File: src/hw/rtl/psd_pkg.sv
// Shared types for the point sort and dedup block.
package psd_pkg;

  typedef struct packed {
    logic insert;
    logic shift_out;
  } psd_ctrl_t;

endpackage

File: src/hw/rtl/psd_cell.sv
// One cell of the sorting chain: holds a point and moves it to a neighbor.
module psd_cell #(
  parameter int KEY_BITS = 96
) (
  input  logic                  clk,
  input  logic                  rst_n,
  input  psd_pkg::psd_ctrl_t    ctrl,
  input  logic [KEY_BITS-1:0]   new_key,
  input  logic [15:0]           new_label,
  input  logic                  prev_valid,
  input  logic [KEY_BITS-1:0]   prev_key,
  input  logic [15:0]           prev_label,
  input  logic                  prev_lt,
  input  logic                  next_valid,
  input  logic [KEY_BITS-1:0]   next_key,
  input  logic [15:0]           next_label,
  output logic                  valid,
  output logic [KEY_BITS-1:0]   key,
  output logic [15:0]           label,
  output logic                  lt,
  output logic                  eq
);
  import psd_pkg::*;

  logic                valid_r, valid_nxt;
  logic [KEY_BITS-1:0] key_r, key_nxt;
  logic [15:0]         label_r, label_nxt;

  // new point sorts strictly before this entry; empty cells act as +inf
  assign lt = !valid_r || (new_key < key_r);
  assign eq = valid_r && (new_key == key_r);

  always_comb begin
    valid_nxt = valid_r;
    key_nxt   = key_r;
    label_nxt = label_r;
    priority if (ctrl.shift_out) begin
      valid_nxt = next_valid;
      key_nxt   = next_key;
      label_nxt = next_label;
    end else if (ctrl.insert && lt) begin
      if (prev_lt) begin
        valid_nxt = prev_valid;
        key_nxt   = prev_key;
        label_nxt = prev_label;
      end else begin
        valid_nxt = 1'b1;
        key_nxt   = new_key;
        label_nxt = new_label;
      end
    end
  end

  always_ff @(posedge clk) begin
    if (!rst_n) begin
      valid_r <= 1'b0;
    end else begin
      valid_r <= valid_nxt;
    end
  end

  always_ff @(posedge clk) begin
    key_r   <= key_nxt;
    label_r <= label_nxt;
  end

  assign valid = valid_r;
  assign key   = key_r;
  assign label = label_r;

endmodule

File: config.mk
export PLATFORM = sky130hd
export DESIGN_NAME = psd_cell
export DESIGN_NICKNAME = d
export VERILOG_FILES = /design/src/hw/rtl/psd_pkg.sv /design/src/hw/rtl/psd_cell.sv
export SDC_FILE = /design/constraint.sdc
export NUM_CORES = 1
export LEC_CHECK = 0
export BUFFER_PORTS_ARGS = -buffer_cell sky130_fd_sc_hd__buf_2
export CORE_AREA = 2 2 176 178
export DETAILED_ROUTE_END_ITERATION = 10
export DIE_AREA = 0 0 178 180
export PLACE_DENSITY = 0.59
export SKIP_CTS_REPAIR_TIMING = 1
export SLEW_MARGIN = 10
export SYNTH_ARGS = -nofsm -noshare
export SYNTH_HDL_FRONTEND = slang
export SYNTH_SLANG_ARGS = --single-unit
File: constraint.sdc
create_clock -name clk -period 12.5 [get_ports clk]
set_input_delay 1.875 -clock clk [delete_from_list [all_inputs] [get_ports clk]]
set_output_delay 1.875 -clock clk [all_outputs]
set_load 0.05 [all_outputs]
==> qor.csv, run 1 <==
metric,value,unit
most frequent cells in the layout,"buf_2, nand2_1, o21ai_1",
antenna violations before repair,3,
Die W,178,um
fin area,11400,um2
P per Cell Area,126,nW/um2
worst-path maximum fanout,3,
clock power share,33.4,%
Setup TNS,0,ns
Synth Instances,851,
"commonest non-fill, non-tap cell in the layout",buf_2,
TritonCTS clock tree,yes,
Die Y,180,um
met3 WL,1.86,mm
Die Outline Area,32000,um2
async set or reset register ratio after synthesis,0,%
CP startpoint kind,input pin,
"Clk Latency, worst-skew pair",0.41,ns
Hold Fails Final Rpt,0,
number of buffers created by CTS,17,
IO Count,458,
max layer used,met4,
top cell type's share of synthesized area,41.5,%
Post-DRT Antenna Nets,0,
Fmax achieved,0.159,GHz
Post-synth top flop,edfxtp_1,
post-synth top area cell,edfxtp_1,
max_slew headroom,31.5,%
grt ovf,0,
final setup fails,0,
main area contributors after synthesis,"edfxtp_1, ha_1, mux2i_1, o21ai_1, nand2_1",
min-delay src,valid,
status,finished clean,
"EDFF count, synth",112,
Worst Skew,0.0148,ns
maxcap violations,0,
Initial Util,26.9,%
largest net degree at the start of global routing,143,
IR Drop Worst-Case VDD,0.0696,mV
CTS sink count,113,
Final Power,1430,uW
clock buffer depth,2,
Placed Area,10800,um2
Worst Tran Pin Value,1.03,ns
Sequential Power Share,34.7,%
fraction of layout cells with a size suffix above 1,37.1,%
Hold/Removal Path Class,reg -> reg,
path type of the worst setup path,in -> out,
"Slew Viols, Final",0,
Final period util,50.3,%
num rows,64,
Fillers,3120,
CP endpoint kind,output pin,
"Reg clk slew, reported paths",0.06,ns
Synth Register Bits,113,
WP data required,10.62,ns
clk root buf,clkbuf_16,
number of global-route vias before repair,7880,
hold slack,0.856,ns
fin nets,1732,
Core ar.,30200,um2
drt wl/cell,17.0,um
critical path's largest stage delay,0.65,ns
Int Pwr,920,uW
met2 routed wirelength,15.1,mm
1st-iter DRT viols,294,
FF-to-FF Start,key[79],
DRT Pass-1 Iters,4,
WL met1,11.5,mm
"Slowest-stage cell, CP",or4_1,
worst setup margin,6.22,ns
final wirelength,28.9,mm
Yosys warnings,0,
syn_nets,1290,
P_leak,0.00583,uW
final worst path period need,6.28,ns
sequential area share after synthesis,41.7,%
Critical Path Source,new_key[83],
Comb pwr share,31.9,%
Global Route Usage Sum,17.7,%
crit path cell chain,buf_2 -> ha_1 -> nand4_1 -> nor4_1 -> nand2_1 -> or4_1 -> o21bai_1 -> nand3_1 -> nand2_1 -> buf_2,
H-tree levels,4,
P&R area growth vs syn,40.1,%
first-pass GRT wire length,42.9,mm
cell area after synthesis,8110,um2
Critical Path AT,4.41,ns
number of vias per cell,4.61,
HPWL Detailed,23.7,mm
Worst Setup Slack post-DPL,6.20,ns
# DRC,0,
switch share,35.4,%
via count,7840,
Cell variety after synth,36,
# port buffers,457,
placer congestion estimate,0.831,
Net Sw Power,505,uW
RSZ-0062 raised after global routing,no,
syn avg cell area,9.53,um2
-- routing by layer --
| layer | global-route usage (%) | vias to the layer above |
|---|---|---|
| li1 | - | 3935 |
| met1 | 19.9 | 3595 |
| met2 | 32.9 | 286 |
| met3 | 4.31 | 24 |
| met4 | 4.82 | 0 |
| met5 | 0 | - |
-- power groups by stage --
stage / clock network (uW) / logic [uW] / registers (uW)
floorplan: 0 / 157 / 648
global placement: 0 / 454 / 501
detailed placement: 0 / 460 / 503
CTS: 491 / 461 / 496
global route: 507 / 499 / 500
finish: 476 / 454 / 495
-- Yosys cell counts, drive strengths merged, types with 2 or more instances --
cell and count:
nor2 10, o21ai 131, a221oi 3, nor3 3, nand2b 3, a31oi 3
a21o 3, inv 99, nor2b 3, ha 96, a22oi 2, nand2 143
a21oi 42, edfxtp 112, mux2i 113, nand4 19, nand3 7, buf 15
a211oi 2, nor4 6, clkbuf 23
-- stage by stage --
step | instances | util, %
final | 1702 | 37.6
after floorplan | 851 | -
after global placement | 1670 | 35.8
after global routing | 1702 | 37.6
after detailed placement | 1670 | 35.8
after CTS | 1699 | 37.6
-- area by class of cell --
type | count | area [um2] | share of cell area [%]
Antenna cell | 3 | 7.51 | 0.0661
Clock buffer | 17 | 425 | 3.75
Clock inverter | 12 | 125 | 1.10
Inverter | 99 | 372 | 3.27
Multi-Input combinational cell | 601 | 4220 | 37.1
Sequential cell | 113 | 3380 | 29.8
Tap cell | 396 | 495 | 4.36
Timing Repair Buffer | 461 | 2330 | 20.5
-- flip-flops by register name (all words and copies together), names as in the netlist --
| register | cells |
|---|---|
| key | 96 |
| label | 16 |
| valid | 1 |
-- cells by family (layout without fill, tap and decap cells) --
group | after synthesis | count (layout) | share of synthesized area, %
multiplexers | 113 | 113 | 13.9
AND/OR/NAND/NOR | 198 | 198 | 10.5
AO/OA/AOI/OAI | 194 | 194 | 12.7
other | 0 | 3 | 0
adder cells (fa/ha/maj) | 96 | 96 | 14.8
buffers and inverters | 137 | 589 | 6.34
flip-flops | 113 | 113 | 41.7
-- worst paths after layout --
kind | cells after the start | endpoint | slack (ns)
max | 10 | lt | 6.22
min | 3 | valid | 0.86
max reg2reg | 11 | key[87] | 8.34
min reg2reg | 3 | valid | 0.86
-- worst max-delay path: cells and delay by family --
kind / cells / cell delay, ns
compound gates: 1 / 0.22
fa+ha+maj: 1 / 0.31
buf+inv: 2 / 0.33
simple gates: 6 / 1.67
Power figures use the tool's default switching activity.
==> inputs of run 2 (changes only) <==
--- a/config.mk
+++ b/config.mk
@@ -9,7 +9,7 @@
 export CORE_AREA = 2 2 176 178
 export DETAILED_ROUTE_END_ITERATION = 10
 export DIE_AREA = 0 0 178 180
-export PLACE_DENSITY = 0.59
+export PLACE_DENSITY = 0.61
 export SKIP_CTS_REPAIR_TIMING = 1
 export SLEW_MARGIN = 10
 export SYNTH_ARGS = -nofsm -noshare
==> constraint.sdc (replaced) <==
create_clock -name clk -period 5.4 [get_ports clk]
set_input_delay 0.81 -clock clk [delete_from_list [all_inputs] [get_ports clk]]
set_output_delay 0.81 -clock clk [all_outputs]
set_load 0.05 [all_outputs]
==> run 2 against run 1 <==
Die area stayed put; register-to-register slack worse by 6.4 ns; hold slack worse by 0.23 ns; non-clock buffer count is 3 higher.
==> qor.csv, run 2 (synthesis gave the netlist of run 1 again) <==
metric,value,unit,change
P&R area growth vs syn,41.8,%,
Setup TNS,0,ns,unchanged
Die Outline Area,32000,um2,unchanged
Die W,178,um,unchanged
CP endpoint kind,output pin,,
worst-path maximum fanout,2,,-1
HPWL Detailed,23.3,mm,-1.5%
Largest register FFs,96,,unchanged
"Slew Viols, Final",0,,unchanged
Core ar.,30200,um2,unchanged
final wirelength,28.1,mm,-2.8%
antenna violations before repair,2,,-1
largest net degree at the start of global routing,138,,-3.5%
RSZ-0062 raised after global routing,no,,
fraction of layout cells with a size suffix above 1,38.0,%,+0.90 points
Final period util,76.4,%,
final setup fails,0,,unchanged
# DRC,0,,unchanged
drt wl/cell,16.5,um,-3.0%
clk root buf,clkbuf_16,,
P_leak,0.00590,uW,+1.1%
Initial Util,26.9,%,unchanged
most frequent cells in the layout,"buf_2, nand2_1, o21ai_1",,
Hold Fails Final Rpt,0,,unchanged
path type of the worst setup path,in -> out,,
"Clk Latency, worst-skew pair",0.41,ns,about the same
Hold/Removal Path Class,in -> reg,,
max_slew headroom,38.9,%,+7.4 points
number of vias per cell,4.54,,-1.5%
via count,7738,,-1.3%
"Reg clk slew, reported paths",0.06,ns,about the same
TritonCTS clock tree,yes,,
IO Count,458,,unchanged
num rows,64,,unchanged
Final Power,3400,uW,+140%
first-pass GRT wire length,42.0,mm,-2.1%
CTS sink count,113,,unchanged
hold slack,0.624,ns,-0.232 ns
maxcap violations,0,,unchanged
1st-iter DRT viols,293,,-0.34%
H-tree levels,4,,unchanged
grt ovf,0,,unchanged
Post-DRT Antenna Nets,0,,unchanged
Fmax achieved,0.243,GHz,
Critical Path AT,3.31,ns,-1.10 ns
Global Route Usage Sum,17.2,%,-0.57 points
placer congestion estimate,0.894,,+7.6%
# port buffers,457,,unchanged
Worst Tran Pin Value,0.916,ns,-0.111 ns
P per Cell Area,296,nW/um2,+140%
number of global-route vias before repair,7623,,-3.3%
clock buffer depth,2,,unchanged
final worst path period need,4.12,ns,
fin nets,1735,,+0.17%
DRT Pass-1 Iters,4,,unchanged
status,finished clean,,
CP startpoint kind,input pin,,
Die Y,180,um,unchanged
number of buffers created by CTS,17,,unchanged
WP data required,4.59,ns,-6.03 ns
"commonest non-fill, non-tap cell in the layout",buf_2,,
Worst Skew,0.0111,ns,-0.00370 ns
IR Drop Worst-Case VDD,0.147,mV,+110%
==> run 2: cell types whose count changed in the layout (fill, tap and decap cells not counted), sizes merged <==
| cell | previous run | this run |
|---|---|---|
| clkinv | 9 | 4 |
| inv | 99 | 100 |
| clkinvlp | 0 | 4 |
| diode | 3 | 1 |
| buf | 461 | 464 |
| clkbuf | 17 | 20 |
==> run 2: through the flow <==
stage               util [%]  worst slack (ns)  instance area [um2]  instances
finish                  38.1              1.28                11500       1706
global route            38.1              1.01                11500       1706
global placement        35.9              1.17                10900       1672
CTS                     38.0              1.15                11500       1704
detailed placement      35.9              1.09                10900       1672
floorplan                  -            0.0461                 8110        851
==> run 2: worst paths after layout <==
kind,to,cells after the start,startpoint,slack (ns)
hold reg to reg,valid,3,valid,0.76
hold / removal,valid,2,rst_n,0.62
setup reg to reg,label[15],10,key[59],1.91
setup / recovery,lt,10,new_key[50],1.28
==> run 2: final cells by class <==
class	instances	area [um2]
Inverter	99	372
Clock inverter	12	156
Tap cell	396	495
Antenna cell	1	2.50
Fill cell	3087	18700
Clock buffer	20	467
Multi-Input combinational cell	601	4220
Timing Repair Buffer	464	2400
Sequential cell	113	3380
==> run 2: worst max-delay path, stage by stage <==
cell	delay (ns)
buf_2	0.12
ha_1	0.29
nand4_1	0.14
nor4_1	0.61
nand3_1	0.39
nor3_1	0.40
o21ai_1	0.16
nand3_1	0.11
nand2_1	0.05
buf_2	0.22
==> run 2: power breakdown <==
part           internal [uW]  leakage (uW)  switching (uW)
clock                    764      0.000295             436
sequential              1090       0.00116            50.8
combinational            342       0.00444             722
total                   2200       0.00590            1210
==> run 2: layer usage <==
| metal | routed length [um] | global-route usage [%] | share of wire (%) |
|---|---|---|---|
| met5 | 11 | 0 | 0.039 |
| met4 | 683 | 5.64 | 2.4 |
| met2 | 13800 | 30.0 | 49 |
| met1 | 11800 | 20.6 | 42 |
| met3 | 1780 | 3.87 | 6.3 |
